File: src/design/tlps_pkg.sv
package tlps_pkg;

   localparam int NUM_PROCS = 16;
   localparam int IDX_W     = (NUM_PROCS > 1) ? $clog2(NUM_PROCS) : 1;
   localparam int CNT_W     = $clog2(NUM_PROCS + 1);
   localparam int ARR_W     = 16;
   localparam int BURST_W   = 16;
   localparam int TIME_W    = 21;
   localparam int PIDX_W    = 4;

   localparam logic CLASS_SYSTEM = 1'b0;
   localparam logic CLASS_USER   = 1'b1;

   typedef struct packed {
      logic [ARR_W-1:0]   arrival_time;
      logic [BURST_W-1:0] burst_time;
      logic               process_class;
      logic               last_process;
   } req_type;

   typedef struct packed {
      logic [PIDX_W-1:0] process_index;
      logic [TIME_W-1:0] completion_time;
      logic [TIME_W-1:0] turnaround_time;
      logic [TIME_W-1:0] waiting_time;
      logic              last_result;
   } rsp_type;

   typedef struct packed {
      logic [ARR_W-1:0]   arrival;
      logic [BURST_W-1:0] burst;
      logic               pclass;
   } rec_type;

   localparam int REC_W = $bits(rec_type);

   typedef struct packed {
      logic load;        // store an accepted record
      logic scan_clear;  // restart the table scan and drop the candidates
      logic scan;        // step the table scan
      logic decide;      // commit the pick or jump the clock
      logic out_sel;     // point the table reads at the result index
      logic out_load;    // capture one result into the output register
      logic out_next;    // advance to the next result
      logic run_clear;   // return the run state to its reset values
   } cmd_type;

   typedef struct packed {
      logic scan_done;
      logic last_pick;
      logic out_last;
   } status_type;

endpackage

File: src/design/tlps_ram.sv
module tlps_ram #(
   parameter int WIDTH = 8,
   parameter int DEPTH = 16
) (
   input  logic                                      clock,
   input  logic                                      wr_en,
   input  logic [((DEPTH > 1) ? $clog2(DEPTH) : 1)-1:0] wr_addr,
   input  logic [WIDTH-1:0]                          wr_data,
   input  logic [((DEPTH > 1) ? $clog2(DEPTH) : 1)-1:0] rd_addr,
   output logic [WIDTH-1:0]                          rd_data
);

   logic [WIDTH-1:0] mem_ff [DEPTH];
   logic [WIDTH-1:0] rd_data_ff;

   always_ff @(posedge clock) begin
      if (wr_en) begin
         mem_ff[wr_addr] <= wr_data;
      end
      rd_data_ff <= mem_ff[rd_addr];
   end

   assign rd_data = rd_data_ff;

endmodule

File: src/design/tlps_ctrl.sv
module tlps_ctrl (
   input  logic                  clock,
   input  logic                  reset,
   input  logic                  req_valid,
   input  logic                  req_last,
   output logic                  req_ready,
   output logic                  rsp_valid,
   input  logic                  rsp_ready,
   input  tlps_pkg::status_type  status,
   output tlps_pkg::cmd_type     cmd
);

   typedef enum logic [5:0] {
      S_LOAD     = 6'b000001,
      S_SCAN     = 6'b000010,
      S_DECIDE   = 6'b000100,
      S_OUT_RD   = 6'b001000,
      S_OUT_LD   = 6'b010000,
      S_OUT_WAIT = 6'b100000
   } state_type;

   state_type state_ff, state_in;

   always_ff @(posedge clock) begin
      if (reset) begin
         state_ff <= S_LOAD;
      end else begin
         state_ff <= state_in;
      end
   end

   always_comb begin
      state_in  = state_ff;
      cmd       = '0;
      req_ready = 1'b0;
      rsp_valid = 1'b0;
      unique case (state_ff)
         S_LOAD: begin
            req_ready = 1'b1;
            if (req_valid) begin
               cmd.load = 1'b1;
               if (req_last) begin
                  cmd.scan_clear = 1'b1;
                  state_in       = S_SCAN;
               end
            end
         end
         S_SCAN: begin
            cmd.scan = 1'b1;
            if (status.scan_done) begin
               state_in = S_DECIDE;
            end
         end
         S_DECIDE: begin
            cmd.decide     = 1'b1;
            cmd.scan_clear = 1'b1;
            state_in       = status.last_pick ? S_OUT_RD : S_SCAN;
         end
         S_OUT_RD: begin
            cmd.out_sel = 1'b1;
            state_in    = S_OUT_LD;
         end
         S_OUT_LD: begin
            cmd.out_sel  = 1'b1;
            cmd.out_load = 1'b1;
            state_in     = S_OUT_WAIT;
         end
         S_OUT_WAIT: begin
            rsp_valid   = 1'b1;
            cmd.out_sel = 1'b1;
            if (rsp_ready) begin
               cmd.out_next = 1'b1;
               if (status.out_last) begin
                  cmd.run_clear = 1'b1;
                  state_in      = S_LOAD;
               end else begin
                  state_in = S_OUT_RD;
               end
            end
         end
         default: begin
            state_in = S_LOAD;
         end
      endcase
   end

endmodule

File: src/design/tlps_dp.sv
module tlps_dp (
   input  logic                  clock,
   input  logic                  reset,
   input  tlps_pkg::cmd_type     cmd,
   input  tlps_pkg::req_type     req_data,
   output tlps_pkg::status_type  status,
   output tlps_pkg::rsp_type     rsp_data
);

   localparam int IDX_W  = tlps_pkg::IDX_W;
   localparam int CNT_W  = tlps_pkg::CNT_W;
   localparam int TIME_W = tlps_pkg::TIME_W;
   localparam int ARR_W  = tlps_pkg::ARR_W;
   localparam int BURST_W = tlps_pkg::BURST_W;
   localparam int PIDX_W = tlps_pkg::PIDX_W;
   localparam int NP     = tlps_pkg::NUM_PROCS;

   // run state
   logic [CNT_W-1:0]  count_ff, count_in;
   logic [CNT_W-1:0]  done_ff, done_in;
   logic [TIME_W-1:0] clock_ff, clock_in;
   logic [NP-1:0]     fin_ff, fin_in;

   // scan state
   logic [CNT_W-1:0]  scan_idx_ff, scan_idx_in;
   logic              pend_ff, pend_in;
   logic [IDX_W-1:0]  pend_idx_ff, pend_idx_in;

   // candidates
   logic               sys_found_ff, sys_found_in;
   logic [ARR_W-1:0]   sys_arr_ff, sys_arr_in;
   logic [BURST_W-1:0] sys_burst_ff, sys_burst_in;
   logic [IDX_W-1:0]   sys_idx_ff, sys_idx_in;
   logic               usr_found_ff, usr_found_in;
   logic [ARR_W-1:0]   usr_arr_ff, usr_arr_in;
   logic [BURST_W-1:0] usr_burst_ff, usr_burst_in;
   logic [IDX_W-1:0]   usr_idx_ff, usr_idx_in;
   logic               min_found_ff, min_found_in;
   logic [ARR_W-1:0]   min_arr_ff, min_arr_in;

   // results
   logic [CNT_W-1:0]   out_idx_ff, out_idx_in;
   tlps_pkg::rsp_type  rsp_ff, rsp_in;

   // memories
   logic              rec_wr_en;
   tlps_pkg::rec_type rec_wr_data, rec_rd_data;
   logic [IDX_W-1:0]  rec_rd_addr;
   logic              comp_wr_en;
   logic [IDX_W-1:0]  comp_wr_addr;
   logic [TIME_W-1:0] comp_wr_data, comp_rd_data;

   logic               issue_ok;
   logic               ready_now;
   logic               pick_found;
   logic [BURST_W-1:0] pick_burst;
   logic [IDX_W-1:0]   pick_idx;
   logic [TIME_W-1:0]  tat;

   assign issue_ok    = scan_idx_ff < count_ff;
   assign ready_now   = !fin_ff[pend_idx_ff] &&
                        (TIME_W'(rec_rd_data.arrival) <= clock_ff);
   assign pick_found  = sys_found_ff || usr_found_ff;
   assign pick_burst  = sys_found_ff ? sys_burst_ff : usr_burst_ff;
   assign pick_idx    = sys_found_ff ? sys_idx_ff : usr_idx_ff;

   assign rec_wr_en   = cmd.load && (count_ff < CNT_W'(NP));
   assign rec_wr_data = '{arrival: req_data.arrival_time,
                          burst:   req_data.burst_time,
                          pclass:  req_data.process_class};
   assign rec_rd_addr = cmd.out_sel ? out_idx_ff[IDX_W-1:0] : scan_idx_ff[IDX_W-1:0];

   assign comp_wr_en   = cmd.decide && pick_found;
   assign comp_wr_addr = pick_idx;
   assign comp_wr_data = clock_ff + TIME_W'(pick_burst);

   tlps_ram #(.WIDTH(tlps_pkg::REC_W), .DEPTH(NP)) u_rec_ram (
      .clock   (clock),
      .wr_en   (rec_wr_en),
      .wr_addr (count_ff[IDX_W-1:0]),
      .wr_data (rec_wr_data),
      .rd_addr (rec_rd_addr),
      .rd_data (rec_rd_data)
   );

   tlps_ram #(.WIDTH(TIME_W), .DEPTH(NP)) u_comp_ram (
      .clock   (clock),
      .wr_en   (comp_wr_en),
      .wr_addr (comp_wr_addr),
      .wr_data (comp_wr_data),
      .rd_addr (out_idx_ff[IDX_W-1:0]),
      .rd_data (comp_rd_data)
   );

   assign status.scan_done = !issue_ok && !pend_ff;
   assign status.last_pick = pick_found && ((done_ff + CNT_W'(1)) == count_ff);
   assign status.out_last  = (out_idx_ff + CNT_W'(1)) == count_ff;

   assign tat = comp_rd_data - TIME_W'(rec_rd_data.arrival);

   always_comb begin
      count_in     = count_ff;
      done_in      = done_ff;
      clock_in     = clock_ff;
      fin_in       = fin_ff;
      scan_idx_in  = scan_idx_ff;
      pend_in      = 1'b0;
      pend_idx_in  = pend_idx_ff;
      sys_found_in = sys_found_ff;
      sys_arr_in   = sys_arr_ff;
      sys_burst_in = sys_burst_ff;
      sys_idx_in   = sys_idx_ff;
      usr_found_in = usr_found_ff;
      usr_arr_in   = usr_arr_ff;
      usr_burst_in = usr_burst_ff;
      usr_idx_in   = usr_idx_ff;
      min_found_in = min_found_ff;
      min_arr_in   = min_arr_ff;
      out_idx_in   = out_idx_ff;
      rsp_in       = rsp_ff;

      if (rec_wr_en) begin
         fin_in[count_ff[IDX_W-1:0]] = 1'b0;
         count_in = count_ff + CNT_W'(1);
      end

      // issue one table read a cycle, compare it the cycle after
      if (cmd.scan) begin
         if (issue_ok) begin
            scan_idx_in = scan_idx_ff + CNT_W'(1);
            pend_in     = 1'b1;
            pend_idx_in = scan_idx_ff[IDX_W-1:0];
         end
         if (pend_ff) begin
            if (ready_now && rec_rd_data.pclass == tlps_pkg::CLASS_SYSTEM &&
                (!sys_found_ff || rec_rd_data.arrival < sys_arr_ff)) begin
               sys_found_in = 1'b1;
               sys_arr_in   = rec_rd_data.arrival;
               sys_burst_in = rec_rd_data.burst;
               sys_idx_in   = pend_idx_ff;
            end
            if (ready_now && rec_rd_data.pclass != tlps_pkg::CLASS_SYSTEM &&
                (!usr_found_ff || rec_rd_data.arrival < usr_arr_ff)) begin
               usr_found_in = 1'b1;
               usr_arr_in   = rec_rd_data.arrival;
               usr_burst_in = rec_rd_data.burst;
               usr_idx_in   = pend_idx_ff;
            end
            if (!fin_ff[pend_idx_ff] &&
                (!min_found_ff || rec_rd_data.arrival < min_arr_ff)) begin
               min_found_in = 1'b1;
               min_arr_in   = rec_rd_data.arrival;
            end
         end
      end

      if (cmd.decide) begin
         if (pick_found) begin
            clock_in         = comp_wr_data;
            fin_in[pick_idx] = 1'b1;
            done_in          = done_ff + CNT_W'(1);
         end else begin
            // nothing ready: jump to the next arrival
            clock_in = TIME_W'(min_arr_ff);
         end
      end

      if (cmd.scan_clear) begin
         scan_idx_in  = '0;
         pend_in      = 1'b0;
         sys_found_in = 1'b0;
         usr_found_in = 1'b0;
         min_found_in = 1'b0;
         out_idx_in   = '0;
      end

      if (cmd.out_load) begin
         rsp_in.process_index   = PIDX_W'(out_idx_ff);
         rsp_in.completion_time = comp_rd_data;
         rsp_in.turnaround_time = tat;
         rsp_in.waiting_time    = tat - TIME_W'(rec_rd_data.burst);
         rsp_in.last_result     = status.out_last;
      end

      if (cmd.out_next) begin
         out_idx_in = out_idx_ff + CNT_W'(1);
      end

      if (cmd.run_clear) begin
         count_in = '0;
         done_in  = '0;
         clock_in = '0;
         fin_in   = '0;
      end
   end

   always_ff @(posedge clock) begin
      if (reset) begin
         count_ff    <= '0;
         done_ff     <= '0;
         clock_ff    <= '0;
         fin_ff      <= '0;
         scan_idx_ff <= '0;
         pend_ff     <= 1'b0;
         out_idx_ff  <= '0;
      end else begin
         count_ff    <= count_in;
         done_ff     <= done_in;
         clock_ff    <= clock_in;
         fin_ff      <= fin_in;
         scan_idx_ff <= scan_idx_in;
         pend_ff     <= pend_in;
         out_idx_ff  <= out_idx_in;
      end
   end

   always_ff @(posedge clock) begin
      pend_idx_ff  <= pend_idx_in;
      sys_found_ff <= sys_found_in;
      sys_arr_ff   <= sys_arr_in;
      sys_burst_ff <= sys_burst_in;
      sys_idx_ff   <= sys_idx_in;
      usr_found_ff <= usr_found_in;
      usr_arr_ff   <= usr_arr_in;
      usr_burst_ff <= usr_burst_in;
      usr_idx_ff   <= usr_idx_in;
      min_found_ff <= min_found_in;
      min_arr_ff   <= min_arr_in;
      rsp_ff       <= rsp_in;
   end

   assign rsp_data = rsp_ff;

endmodule

File: src/design/two_level_priority_fcfs_scheduler.sv
// Two-level priority, non-preemptive FCFS scheduler.
//
// req channel: one process record per transfer (arrival, burst, class).
// Records are taken back to back while loading. Records beyond NUM_PROCS are dropped.
// The transfer with last_process set closes the set and starts the run;
// req_ready stays low until the last result of that run has gone out.
//
// Each scheduling decision scans the record table once through the
// single read port of the record RAM: one read a cycle, a compare behind
// each read and a step to see the scan end, then a decide step that commits
// the pick or, when idle gaps leave nothing ready, jumps the clock so that
// an extra scan follows.
//
// rsp channel: one result per loaded record, in load order, the last one
// flagged by last_result. Each result passes a table read, a result capture
// and the transfer; when the receiver stalls, the block simply holds
// rsp_valid and the payload until the receiver takes the transfer.
//
// Reset: no records, simulation clock zero, all processes unfinished, the
// block ready for the first record. No clearing pass is needed.
module two_level_priority_fcfs_scheduler (
   input  logic               clock,
   input  logic               reset,
   input  logic               req_valid,
   output logic               req_ready,
   input  tlps_pkg::req_type  req_data,
   output logic               rsp_valid,
   input  logic               rsp_ready,
   output tlps_pkg::rsp_type  rsp_data
);

   tlps_pkg::cmd_type    cmd;
   tlps_pkg::status_type status;

   // sequence load, scan, decide and result phases
   tlps_ctrl u_ctrl (
      .clock     (clock),
      .reset     (reset),
      .req_valid (req_valid),
      .req_last  (req_data.last_process),
      .req_ready (req_ready),
      .rsp_valid (rsp_valid),
      .rsp_ready (rsp_ready),
      .status    (status),
      .cmd       (cmd)
   );

   // hold the tables, the simulation clock and the candidate registers
   tlps_dp u_dp (
      .clock    (clock),
      .reset    (reset),
      .cmd      (cmd),
      .req_data (req_data),
      .status   (status),
      .rsp_data (rsp_data)
   );

   // never take a record while a result is on offer
   a_phase_excl: assert property (@(posedge clock) disable iff (reset)
      !(req_ready && rsp_valid))
      else $error("req_ready and rsp_valid high together");

   // the final record starts the run: loading stops
   a_run_start: assert property (@(posedge clock) disable iff (reset)
      (req_valid && req_ready && req_data.last_process) |=> !req_ready)
      else $error("still loading after the final record");

   // after the last result the block is ready for a new set
   a_run_end: assert property (@(posedge clock) disable iff (reset)
      (rsp_valid && rsp_ready && rsp_data.last_result) |=> req_ready)
      else $error("not ready after the last result");

   // a decision only follows a finished scan
   a_decide_after_scan: assert property (@(posedge clock) disable iff (reset)
      cmd.decide |-> $past(cmd.scan) && $past(status.scan_done))
      else $error("decision without a finished scan");

endmodule
File: config.mk
export PLATFORM = sky130hd
export DESIGN_NAME = two_level_priority_fcfs_scheduler
export DESIGN_NICKNAME = d
export VERILOG_FILES = /design/src/design/tlps_pkg.sv /design/src/design/tlps_ram.sv /design/src/design/tlps_ctrl.sv /design/src/design/tlps_dp.sv /design/src/design/two_level_priority_fcfs_scheduler.sv
export SDC_FILE = /design/constraint.sdc
export NUM_CORES = 1
export LEC_CHECK = 0
export ABC_CLOCK_PERIOD_IN_PS = 10600
export BUFFER_PORTS_ARGS = -buffer_cell sky130_fd_sc_hd__buf_2
export CAP_MARGIN = 20
export CORE_UTILIZATION = 45
export DETAILED_ROUTE_END_ITERATION = 12
export GPL_ROUTABILITY_DRIVEN = 0
export PLACE_DENSITY = 0.6
export SYNTH_ARGS = -nofsm -noshare
export SYNTH_HDL_FRONTEND = slang
export SYNTH_SLANG_ARGS = --single-unit
File: constraint.sdc
create_clock -name clock -period 10.6 [get_ports clock]
set_input_delay 0.53 -clock clock [delete_from_list [all_inputs] [get_ports clock]]
set_output_delay 0.53 -clock clock [all_outputs]
set_load 0.1 [all_outputs]
; ---- After elaboration in Yosys (flattened, before gate mapping)
; Memories as Yosys holds them, arrays and structs flattened. A register that Yosys moved wholly into a read port is not among the register bits.
; Cells that the tools add are included.
[op_classes]
add_sub_neg = 7
n_bitwise = 5
magnitude_cmp = 11
n_mux = 40
reduce_logical = 33
eq_ne = 12
[op_table]
columns = cell, count
row1 = 2-to-1 mux 16 bit, 4
row2 = < comparator 16 bit, 3
row3 = subtractor 21 x 16 -> 21 bit, 2
row4 = one-hot mux 6 bit (6 select lines), 1
row5 = 2-to-1 mux 6 bit, 4
row6 = adder 21 x 16 -> 21 bit, 1
row7 = less-or-equal comparator 16 x 21 -> 1 bit, 1
row8 = 2-to-1 mux 21 bit, 1
row9 = "adder 5 x 1 -> 5 bit, second input constant", 4
row10 = 2-to-1 mux 1 bit, 17
row11 = AND 16 bit, 1
row12 = 2-to-1 mux 4 bit, 4
row13 = NOT 16 bit, 1
row14 = OR 16 bit, 1
row15 = "< comparator 4 x 5 -> 1 bit, second input constant", 3
row16 = logical AND 1 bit, 12
row17 = equality test 5 bit, 2
row18 = 2-to-1 mux 5 bit, 2
row19 = AND reduction 3 bit, 3
row20 = demux 1 bit (select 4 bit), 2
row21 = "greater-or-equal comparator 4 x 1 -> 1 bit, second input constant", 2
row22 = "inequality test 2 bit, second input constant", 4
row23 = "equality test 6 x 1 -> 1 bit, second input constant", 1
row24 = "equality test 6 x 2 -> 1 bit, second input constant", 1
row25 = other kinds (17), 31
[totals]
mem_count = 2
inputBits = 38
elab_cells = 134
mem_bits_rw = 864
register_bits = 227
out_inout_bits = 70
[memory_table]
columns = memory, words, word_bits, rd, rd_clocked_by_memory_dff, write_ports, line
row1 = u_dp.u_rec_ram.mem_ff, 16, 33, 1, 1, 1, tlps_ram.sv:13  ; logic [WIDTH-1:0] mem_ff [DEPTH];
row2 = u_dp.u_comp_ram.mem_ff, 16, 21, 1, 1, 1, tlps_ram.sv:13

; ---- Longest topological paths before layout
; Gate-level depths: netlist of the first run.
[logic_depth]
word_depth = 10
mapped_depth = 19
depth_no_buf = 19

; ---- By module
; A second synthesis of the first run with hierarchy kept.
[unflattened]
hier_cells = 2636
hier_area_um2 = 46801.1
[by_module_without_submodules]
columns = mod, n_inst, cells_each, seq_area_each_um2, area_each_um2
row1 = tlps_ram (u_dp.u_rec_ram), 1, 864, 16515.8, 20631.0
row2 = tlps_ram (u_dp.u_comp_ram), 1, 557, 10510.1, 13277.7
row3 = tlps_dp, 1, 1167, 6025.8, 12450.7
row4 = tlps_ctrl, 1, 48, 120.1, 441.7

; ---- Worst setup path before layout of the first run
; No wires, ideal clock.
[synth_timing]
path_type = reg2reg
startpoint = reg u_ctrl.state_ff[0]
endpoint = reg u_dp.rsp_ff, in the netlist u_dp.rsp_data[0], enable pin
n_path_buf = 0
setup_time_ps = 689
arrival_ps = 7797
path_stages_with_launch = 3
period_less_slack_ps = 8486
required_ps = 9911
setup_slack_ps = 2114
path_cell_list = dfxtp_1 or3_4 nor4b_1
[synth_between]
elab_chain_len = 2
[synth_rtl]
columns = item, line
row1 = start: declaration, tlps_ctrl.sv:22  ; state_type state_ff, state_in;
row2 = start signal: assignment, tlps_ctrl.sv:28  ; state_ff <= state_in;
row3 = equality test 6 x 5 -> 1 bit, tlps_ctrl.sv:37  ; unique case (state_ff)
row4 = 2-to-1 mux 1 bit, tlps_ctrl.sv:37
row5 = end signal: assignment, tlps_dp.sv:229  ; rsp_ff <= rsp_in;
row6 = end: declaration, tlps_dp.sv:43  ; tlps_pkg::rsp_type rsp_ff, rsp_in;
; No other way between the ends.
; A chain may end at the register's enable or synchronous reset.

; ---- Worst setup path in the final report of the first run
[layout_timing]
startpoint = reg u_dp.u_rec_ram.rd_data_ff[17], in the netlist u_dp.u_rec_ram.rd_data[17] (read register of u_dp.u_rec_ram.mem_ff)
endpoint = reg u_dp.rsp_ff, in the netlist u_dp.rsp_data[21] (data pin)
[layout_between]
elab_chain_len = 2
[layout_rtl]
columns = item, line
row1 = start: declaration, tlps_ram.sv:14  ; logic [WIDTH-1:0] rd_data_ff;
row2 = subtractor 21 x 16 -> 21 bit, tlps_dp.sv:99  ; assign tat = comp_rd_data - TIME_W'(rec_rd_data.arrival);
row3 = net u_dp.tat[12], tlps_dp.sv:58  ; logic [TIME_W-1:0] tat;
row4 = subtractor 21 x 16 -> 21 bit, tlps_dp.sv:181  ; rsp_in.waiting_time = tat - TIME_W'(rec_rd_data.burst);
; The timed path passes the listed nets, and every way through them passes these cells.

==> results of run 1 <==
## through the flow
stage / setup slack, ps / hold slack, ps / area, um2
after floorplan: 2110 / 406 / 46700
after global placement: 6180 / 428 / 49000
after detailed placement: 6080 / 434 / 49000
after CTS: 6050 / 115 / 52800
after global routing: 5690 / 164 / 52900
final: 5980 / 170 / 52900
## final timing paths
kind / to / slack, ps / cells past startpoint
min: u_dp.out_idx_ff[1]$_SDFFE_PP0P_ / 170 / 2
max: u_dp.rsp_data[21]$_DFFE_PP_ / 5980 / 18
max reg2reg: u_dp.rsp_data[21]$_DFFE_PP_ / 5980 / 18
min reg2reg: u_dp.rsp_data[43]$_DFFE_PP_ / 450 / 0
## kinds of logic after synthesis
family                   Yosys count  synth area share, %
AO/OA/AOI/OAI                    344                 4.78
XOR/XNOR                          79                 1.48
adder cells (fa/ha/maj)          123                 3.34
buffers and inverters            237                 2.48
flip-flops                      1145                 71.0
multiplexers                     271                 12.7
AND/OR/NAND/NOR                  414                 4.26
## worst reg2reg max path, cell delays in order, from the launching register on
cell	delay [ps]
dfxtp_1	460
ha_1	210
inv_1	50
fa_1	410
a211oi_1	340
o21ai_0	190
nand3_1	110
and2_1	160
o21bai_1	90
xor2_1	160
ha_1	200
or3_1	400
or3b_2	450
a21oi_1	180
nor4b_1	80
o21a_1	200
a2111oi_0	360
nand4b_1	170
xnor2_1	140
## power breakdown
part           internal, W  switching (W)  total [W]  leakage [nW]
clock network      0.00230        0.00170    0.00400          1.88
logic             0.000550       0.000841    0.00139          6.01
registers          0.00517       0.000154    0.00532          10.2
total              0.00802        0.00270     0.0107          18.1
## placed cells by master, fill, tap and decap left out, types with 6 or more instances in the layout
cell,instances
edfxtp_1,1024
mux4_2,208
nand2_1,142
inv_1,130
ha_1,120
dfxtp_1,118
clkbuf_16,115
buf_2,107
a21oi_1,87
nor2_1,72
buf_4,69
xnor2_1,58
o21ai_0,55
a211oi_1,49
and2_1,40
a31oi_1,39
a21o_1,36
mux4_1,34
clkinv_2,30
nand3_1,26
clkbuf_1,26
nor3_1,22
clkbuf_8,22
xor2_1,21
nor2b_1,17
mux2_2,17
nand2b_1,16
o21a_1,14
o211ai_1,12
nand4_1,12
nor2_4,12
or3_1,11
clkinv_1,10
and3_1,9
nor4_1,8
mux2i_1,8
o21bai_1,7
bufinv_16,6
## sequential cells by signal, indices dropped and copies added, names as in the netlist, 6 cells and up
signal / flops
u_dp.u_comp_ram.mem_ff: 336
u_dp.min_arr_ff: 16
u_dp.usr_burst_ff: 16
u_dp.fin_ff: 16
u_dp.usr_arr_ff: 16
u_dp.u_comp_ram.rd_data: 21
u_dp.u_rec_ram.rd_data: 33
u_ctrl.state_ff: 6
u_dp.clock_ff: 21
u_dp.rsp_data: 68
u_dp.u_rec_ram.mem_ff: 528
u_dp.sys_arr_ff: 16
u_dp.sys_burst_ff: 16
## metal layers
metal	wire [um]	up-vias	part of all wire, %	global-route usage (%)
met5	50	-	0.046	0
met4	1690	8	1.6	4.54
met3	5530	129	5.1	2.89
met2	54600	654	50	35.9
met1	46700	12700	43	28.2
li1	-	10800	-	-
## final cells by class
class                           instances  share of cell area, %
Antenna cell                            1                0.00473
Timing Repair Buffer                  181                   2.16
Sequential cell                      1145                   62.7
Tap cell                             1368                   3.24
Multi-Input combinational cell       1231                   23.7
Inverter                              134                  0.951
Clock buffer                          162                   6.17
Clock inverter                         58                   1.04
==> summary.txt, run 1 <==
Setup path
  – CP arrival: 5070 ps
  – CP dominant cell by count: ha_1
  – Critical Path RT: 11050 ps
  – Worst reg2reg startpoint: u_dp.u_rec_ram.rd_data[17]$_DFF_P_
  – Worst path top cell family by delay: simple AND/OR/NAND/NOR gates
  – Worst path bufs/invs: 1
  – Critical path startpoint category: flip-flop
  – Crit-path max cell delay: approximately 460 ps
  – Endpoint class of the critical path: flip-flop
  – Critical path peak fanout: 8
  – CP cell instances: ha_1 > inv_1 > fa_1 > a211oi_1 > o21ai_0 > nand3_1 > and2_1 > o21bai_1 > xor2_1 > ha_1 > or3_1 > or3b_2 > a21oi_1 > nor4b_1 > o21a_1 > a2111oi_0 > nand4b_1 > xnor2_1
  – Worst Setup SP: u_dp.u_rec_ram.rd_data[17]$_DFF_P_
  – CP Class: reg -> reg
  – Slowest cell on the critical path: dfxtp_1

Logic synthesis
  – Mapped Cells: 2613
  – Register area share after synthesis: ~71%
  – Largest area contributor in the netlist: edfxtp_1
  – Synthesized area: 46700 um2
  – Post-synth ARST share: 0%
  – Unique masters post-synth: 78
  – EDFF count, synth: 1024
  – YS warnings: 0
  – Most frequent cells after synthesis: edfxtp_1, mux4_2, nand2_1
  – Syn nets: ~2800
  – Post-synth top area share: ~66%
  – Synth top area cells: edfxtp_1, mux4_2, dfxtp_1
  – Synth Register Bits: 1145
  – Cell with the most instances after synthesis: edfxtp_1
  – Avg Cell Area, Syn: 17.9 um2
  – Synth Flop Type: edfxtp_1

Pwr
  – PnR Total Power: 0.0107 W
  – Leak: between 15 and 20 nW
  – Peak VDD IR: about 0.00017 V
  – Cell Pwr Density: 203 nW/um2

Floorplanning
  – Die Area: 105000 um2
  – Starting Density: 45.7%
  – Core area: 102000 um2
  – Die Ht: 324 um
  – I/O pins: between 100 and 150
  – # rows: 117
  – Die Wd: 324 um

Clock tree
  – Clock buffer depth: 3
  – PostCTS Resize Cnt: 0
  – CTS tree: done
  – Root buf cell: clkbuf_16
  – CTS Buf Count: around 120
  – Worst-Skew Late Latency: roughly 700 ps
  – Num Clock Sinks: 1145
  – Post-CTS Repair Setup Buffers: 0
  – Hold_buf cts: 0
  – Clock slew at reported path FFs: 60 ps
  – H-tree depth: 3

Layout
  – Share of cells above drive strength 1: roughly 22%
  – Area of the multi-input gates: 12500 um2
  – Final Util: 51.7%
  – Area delta synth->final: 13.2%
  – Non-filler cells, final: 4280
  – Final Net Count: roughly 3000
  – Register area: 33200 um2
  – Fill cells: 8117

GRT
  – Initial antenna violation count: 9
  – GRT Util Overall: between 20% and 30%
  – Largest net degree at the start of global routing: 133
  – Number of global-route vias before repair: between 20000 and 25000
  – First-pass GRT wire length: ~160 mm
  – Grt ovf: 0

Route
  – DR vias/cell: 5.66
  – WL per Instance: 25.4 um
  – DR iter-0 viols: 2114
  – First drt pass iteration count: 5
  – Routed wire length: 109 mm
  – Antenna Nets Post-Route: 0
  – DRC violations left: 0
  – Via count: 24200

Timing
  – Final hold violation count: 0
  – Setup Skew: 62.3 ps
  – RSZ-0062 raised after global routing: false
  – Highest Clock Rate: approximately 220 MHz
  – Slew Limit Fails: 0
  – Final worst path period share: 43.6%
  – Final setup fails: 0
  – Slew Limit Headroom: 29.9%
  – Fin crit period: 4620 ps
  – Final TNS setup: 0 ps
  – Worst Max-Slew Pin Slew: 1040 ps

Job
  – Max-Cap Viols: 0

Status
  – Status: complete, no violations

Worst hold path
  – Min-delay src: reset
  – Hold/Removal Path Class: in -> reg

Placed design
  – Port Buffers: 107
  – Dpl hpwl: between 60 and 70 mm
  – DP Cell Count: 4054
Note: power is estimated with default switching activity, not from simulation.
==> inputs of run 2 (changes only) <==
--- a/config.mk
+++ b/config.mk
@@ -5,13 +5,13 @@
 export SDC_FILE = /design/constraint.sdc
 export NUM_CORES = 1
 export LEC_CHECK = 0
-export ABC_CLOCK_PERIOD_IN_PS = 10600
+export ABC_CLOCK_PERIOD_IN_PS = 3800
 export BUFFER_PORTS_ARGS = -buffer_cell sky130_fd_sc_hd__buf_2
 export CAP_MARGIN = 20
 export CORE_UTILIZATION = 45
 export DETAILED_ROUTE_END_ITERATION = 12
 export GPL_ROUTABILITY_DRIVEN = 0
-export PLACE_DENSITY = 0.6
+export PLACE_DENSITY = 0.62
 export SYNTH_ARGS = -nofsm -noshare
 export SYNTH_HDL_FRONTEND = slang
 export SYNTH_SLANG_ARGS = --single-unit
==> constraint.sdc (replaced) <==
create_clock -name clock -period 3.8 [get_ports clock]
set_input_delay 0.19 -clock clock [delete_from_list [all_inputs] [get_ports clock]]
set_output_delay 0.19 -clock clock [all_outputs]
set_load 0.1 [all_outputs]
==> run 2 against run 1 <==
The run now ends with negative setup slack left; highest routed layer unchanged; critical path depth increased by 1; global-route usage up 0.39 points; hold slack better by 170 ps; clock power grew to 2.9 times the previous value; routed wire length grew 1.9%; cell area rose by 3.8%; non-clock buffer count is 167 higher.
==> summary.txt, run 2 (synthesis results as in run 1) <==
Status
  – Status: finished, violations left
  – Failing checks: negative setup slack

Setup path
  – Slowest cell on the critical path: fa_2
  – Crit-path max cell delay: 360 ps (-100 ps)
  – CP arrival: 4300 ps (-770 ps)
  – R2r worst-path depth: 19 (+1)
  – Critical Path RT: 4240 ps (-6810 ps)
  – Critical path startpoint category: flip-flop
  – CP cell instances: inv_2 > ha_4 > inv_2 > fa_2 > a211oi_2 > o21bai_1 > nand2_1 > a21oi_1 > nor2_1 > xnor2_2 > ha_1 > o21a_1 > o21ai_0 > nor3b_2 > nor4b_2 > o21a_1 > a2111oi_2 > nand4b_1 > xnor2_1
  – R2r setup slk: -60 ps (-6040 ps)
  – RR Endpoint: u_dp.rsp_data[21]$_DFFE_PP_
  – Critical path peak fanout: 3 (-5)
  – Worst reg2reg startpoint: u_dp.u_comp_ram.rd_data[0]$_DFF_P_
  – CP Class: reg -> reg
  – Worst path top cell family by delay: compound AO/OA/AOI/OAI gates
  – Worst path bufs/invs: 2 (+1)
  – Endpoint class of the critical path: flip-flop

Pwr
  – Clk network pwr share: 36.8% (-0.6 points)
  – Logic pwr share: 15.8% (+2.8 points)
  – Peak VDD IR: 0.000363 V (+120%)
  – Net Sw Frac: 25.4% (+0.19 points)
  – Leak: 19.1 nW (+5.2%)
  – Cell Pwr Density: 564 nW/um2 (+180%)
  – Int Pwr: 0.0231 W (+190%)
  – NetSw: 0.00786 W (+190%)
  – Reg power frac: 47.4% (-2.3 points)

GRT
  – Initial antenna violation count: 8 (-1)
  – Largest net degree at the start of global routing: 87 (-35%)
  – GRT Util Overall: 21.2% (+0.39 points)
  – Number of global-route vias before repair: 25800 (+5.0%)
  – First-pass GRT wire length: 163 mm (+1.9%)
  – Grt ovf: 0 (unchanged)

Floorplanning
  – Starting Density: 45.7% (unchanged)
  – # rows: 117 (unchanged)
  – Core area: 102000 um2 (unchanged)
  – Die Area: 105000 um2 (unchanged)
  – I/O pins: 108 (unchanged)
  – Die Wd: 324 um (unchanged)
  – Die Ht: 324 um (unchanged)

Layout
  – Fill cells: 7965 (-1.9%)
  – Largest Register: u_dp.u_rec_ram.mem_ff
  – Finished Cell Area: 54900 um2 (+3.8%)
  – Most common cell after layout, fill and taps aside: edfxtp_1
  – Non-filler cells, final: 4447 (+3.9%)
  – Final Util: 53.6% (+2.0 points)
  – Area delta synth->final: 17.5%
  – Number of flip-flops in the largest register: 528 (unchanged)
  – Final Net Count: 3136 (+5.6%)
  – Share of cells above drive strength 1: 25.7% (+4.1 points)
  – Commonest cells after routing, fill and taps aside: edfxtp_1, mux4_2, buf_4

Placed design
  – Placed Area: 50400 um2 (+2.8%)
  – Port Buffers: 107 (unchanged)
  – Dpl hpwl: 67.5 mm (+7.2%)
  – DP Cell Count: 4176 (+3.0%)

Route
  – First drt pass iteration count: 6 (+1)
  – DR iter-0 viols: 1963 (-7.1%)
  – DRC violations left: 0 (unchanged)
  – WL per Instance: 24.9 um (-2.0%)
  – Via count: 24900 (+2.9%)
  – Routed wire length: 111 mm (+1.9%)
  – Antenna Nets Post-Route: 0 (unchanged)
  – DR vias/cell: 5.61 (-0.97%)

Timing
  – Slew Limit Fails: 0 (unchanged)
  – Fin crit period: 3860 ps (-759 ps)
  – RSZ-0062 raised after global routing: true
  – WHS: 336 ps (+166 ps)
  – Setup Skew: 35.3 ps (-27.0 ps)
  – Final hold violation count: 0 (unchanged)
  – Setup slack after layout: -61.9 ps (-6040 ps)
  – Highest Clock Rate: 259 MHz (+20%)
  – Final TNS setup: -63.3 ps (-63.3 ps)
  – Slew Limit Headroom: 19.6% (-10 points)
  – Final setup fails: 2 (+2)
  – Worst Max-Slew Pin Slew: 1180 ps (+131 ps)
  – Final worst path period share: 102% (+58 points)

Clock tree
  – CTS Buf Count: 115 (unchanged)
  – Clock buffer depth: 3 (unchanged)
  – Num Clock Sinks: 1145 (unchanged)
  – Clock slew at reported path FFs: 60 ps (about the same)
  – Root buf cell: clkbuf_16
  – Worst-Skew Late Latency: 710 ps (about the same)
  – CTS tree: done
  – H-tree depth: 3 (unchanged)

Job
  – Max-Cap Viols: 0 (unchanged)

Worst hold path
  – Min-delay src: reset
  – Hold EP: u_dp.out_idx_ff[3]$_SDFFE_PP0P_
  – Hold Path Stages: 3 (+1)
  – Hold/Removal Path Class: in -> reg
## run 2: cell types whose count changed in the layout (fill, tap and decap cells not counted), moves of 10 or more
cell | before | now
xnor2_1 | 58 | 48
dlygate4sd3_1 | 0 | 40
clkinv_1 | 10 | 20
buf_12 | 2 | 32
clkbuf_8 | 22 | 11
buf_4 | 69 | 168
## run 2: how the worst max path moves through the flow
stage                                       startpoint  cells after the start  slack [ps]                                      end
floorplan               u_dp.sys_found_ff$_SDFFE_PP0P_                     15         -10  u_dp.u_comp_ram.mem_ff[0][18]$_DFFE_PP_
global placement    u_dp.u_comp_ram.rd_data[0]$_DFF_P_                     19        -220              u_dp.rsp_data[21]$_DFFE_PP_
detailed placement  u_dp.u_comp_ram.rd_data[0]$_DFF_P_                     19        -220              u_dp.rsp_data[21]$_DFFE_PP_
CTS                 u_dp.u_comp_ram.rd_data[0]$_DFF_P_                     19        -230              u_dp.rsp_data[21]$_DFFE_PP_
global route        u_dp.u_comp_ram.rd_data[0]$_DFF_P_                     19        -250              u_dp.rsp_data[21]$_DFFE_PP_
finish              u_dp.u_comp_ram.rd_data[0]$_DFF_P_                     19         -60              u_dp.rsp_data[21]$_DFFE_PP_
## run 2: final cells by class
| type | instances | area, um2 | area share (%) |
|---|---|---|---|
| Inverter | 134 | 503 | 0.916 |
| Tap cell | 1368 | 1710 | 3.12 |
| Sequential cell | 1145 | 33200 | 60.5 |
| Multi-Input combinational cell | 1231 | 12800 | 23.3 |
| Clock inverter | 75 | 757 | 1.38 |
| Antenna cell | 3 | 7.51 | 0.0137 |
| Timing Repair Buffer | 348 | 2850 | 5.19 |
| Clock buffer | 143 | 3090 | 5.63 |
## run 2: repair_timing
| item | 4_1_cts | 5_1_grt |
|---|---|---|
| endpoints found under the setup margin | 3 | 21 |
| gates resized for setup | 20 | 12 |
| endpoints found under the hold margin | 539 | 0 |
| buffers inserted | 4 | 6 |
| hold buffers | 40 | 0 |
| pin swaps | 15 | 10 |
## run 2: per-layer routing
layer	GRT usage, %	vias to the layer above	part of all wire (%)
met5	0	-	0.037
met2	36.5	671	50
met3	3.28	188	4.8
met4	6.75	8	2.8
met1	27.7	13000	42
li1	-	11100	-
## run 2: power by group through the flow
stage / clock (W) / combinational, W / sequential, W
5_1_grt: 0.0120 / 0.00537 / 0.0147
2_1_floorplan: 0 / 0.00280 / 0.0149
3_3_place_gp: 0 / 0.00441 / 0.0149
4_1_cts: 0.0116 / 0.00476 / 0.0147
3_5_place_dp: 0 / 0.00456 / 0.0149
6_report: 0.0114 / 0.00490 / 0.0147
## run 2: worst register-to-register path: stages (launching register included)
cell,delay (ps)
dfxtp_2,320
inv_2,60
ha_4,130
inv_2,40
fa_2,360
a211oi_2,250
o21bai_1,150
nand2_1,80
a21oi_1,60
nor2_1,180
xnor2_2,160
ha_1,300
o21a_1,180
o21ai_0,210
nor3b_2,310
nor4b_2,90
o21a_1,210
a2111oi_2,210
nand4b_1,160
xnor2_1,150
## run 2: stage by stage
step | worst slack, ps | power, W
after floorplan | -11.2 | 0.0177
after global placement | -224 | 0.0193
after detailed placement | -225 | 0.0195
after CTS | -232 | 0.0310
after global routing | -252 | 0.0321
final | -61.9 | 0.0310
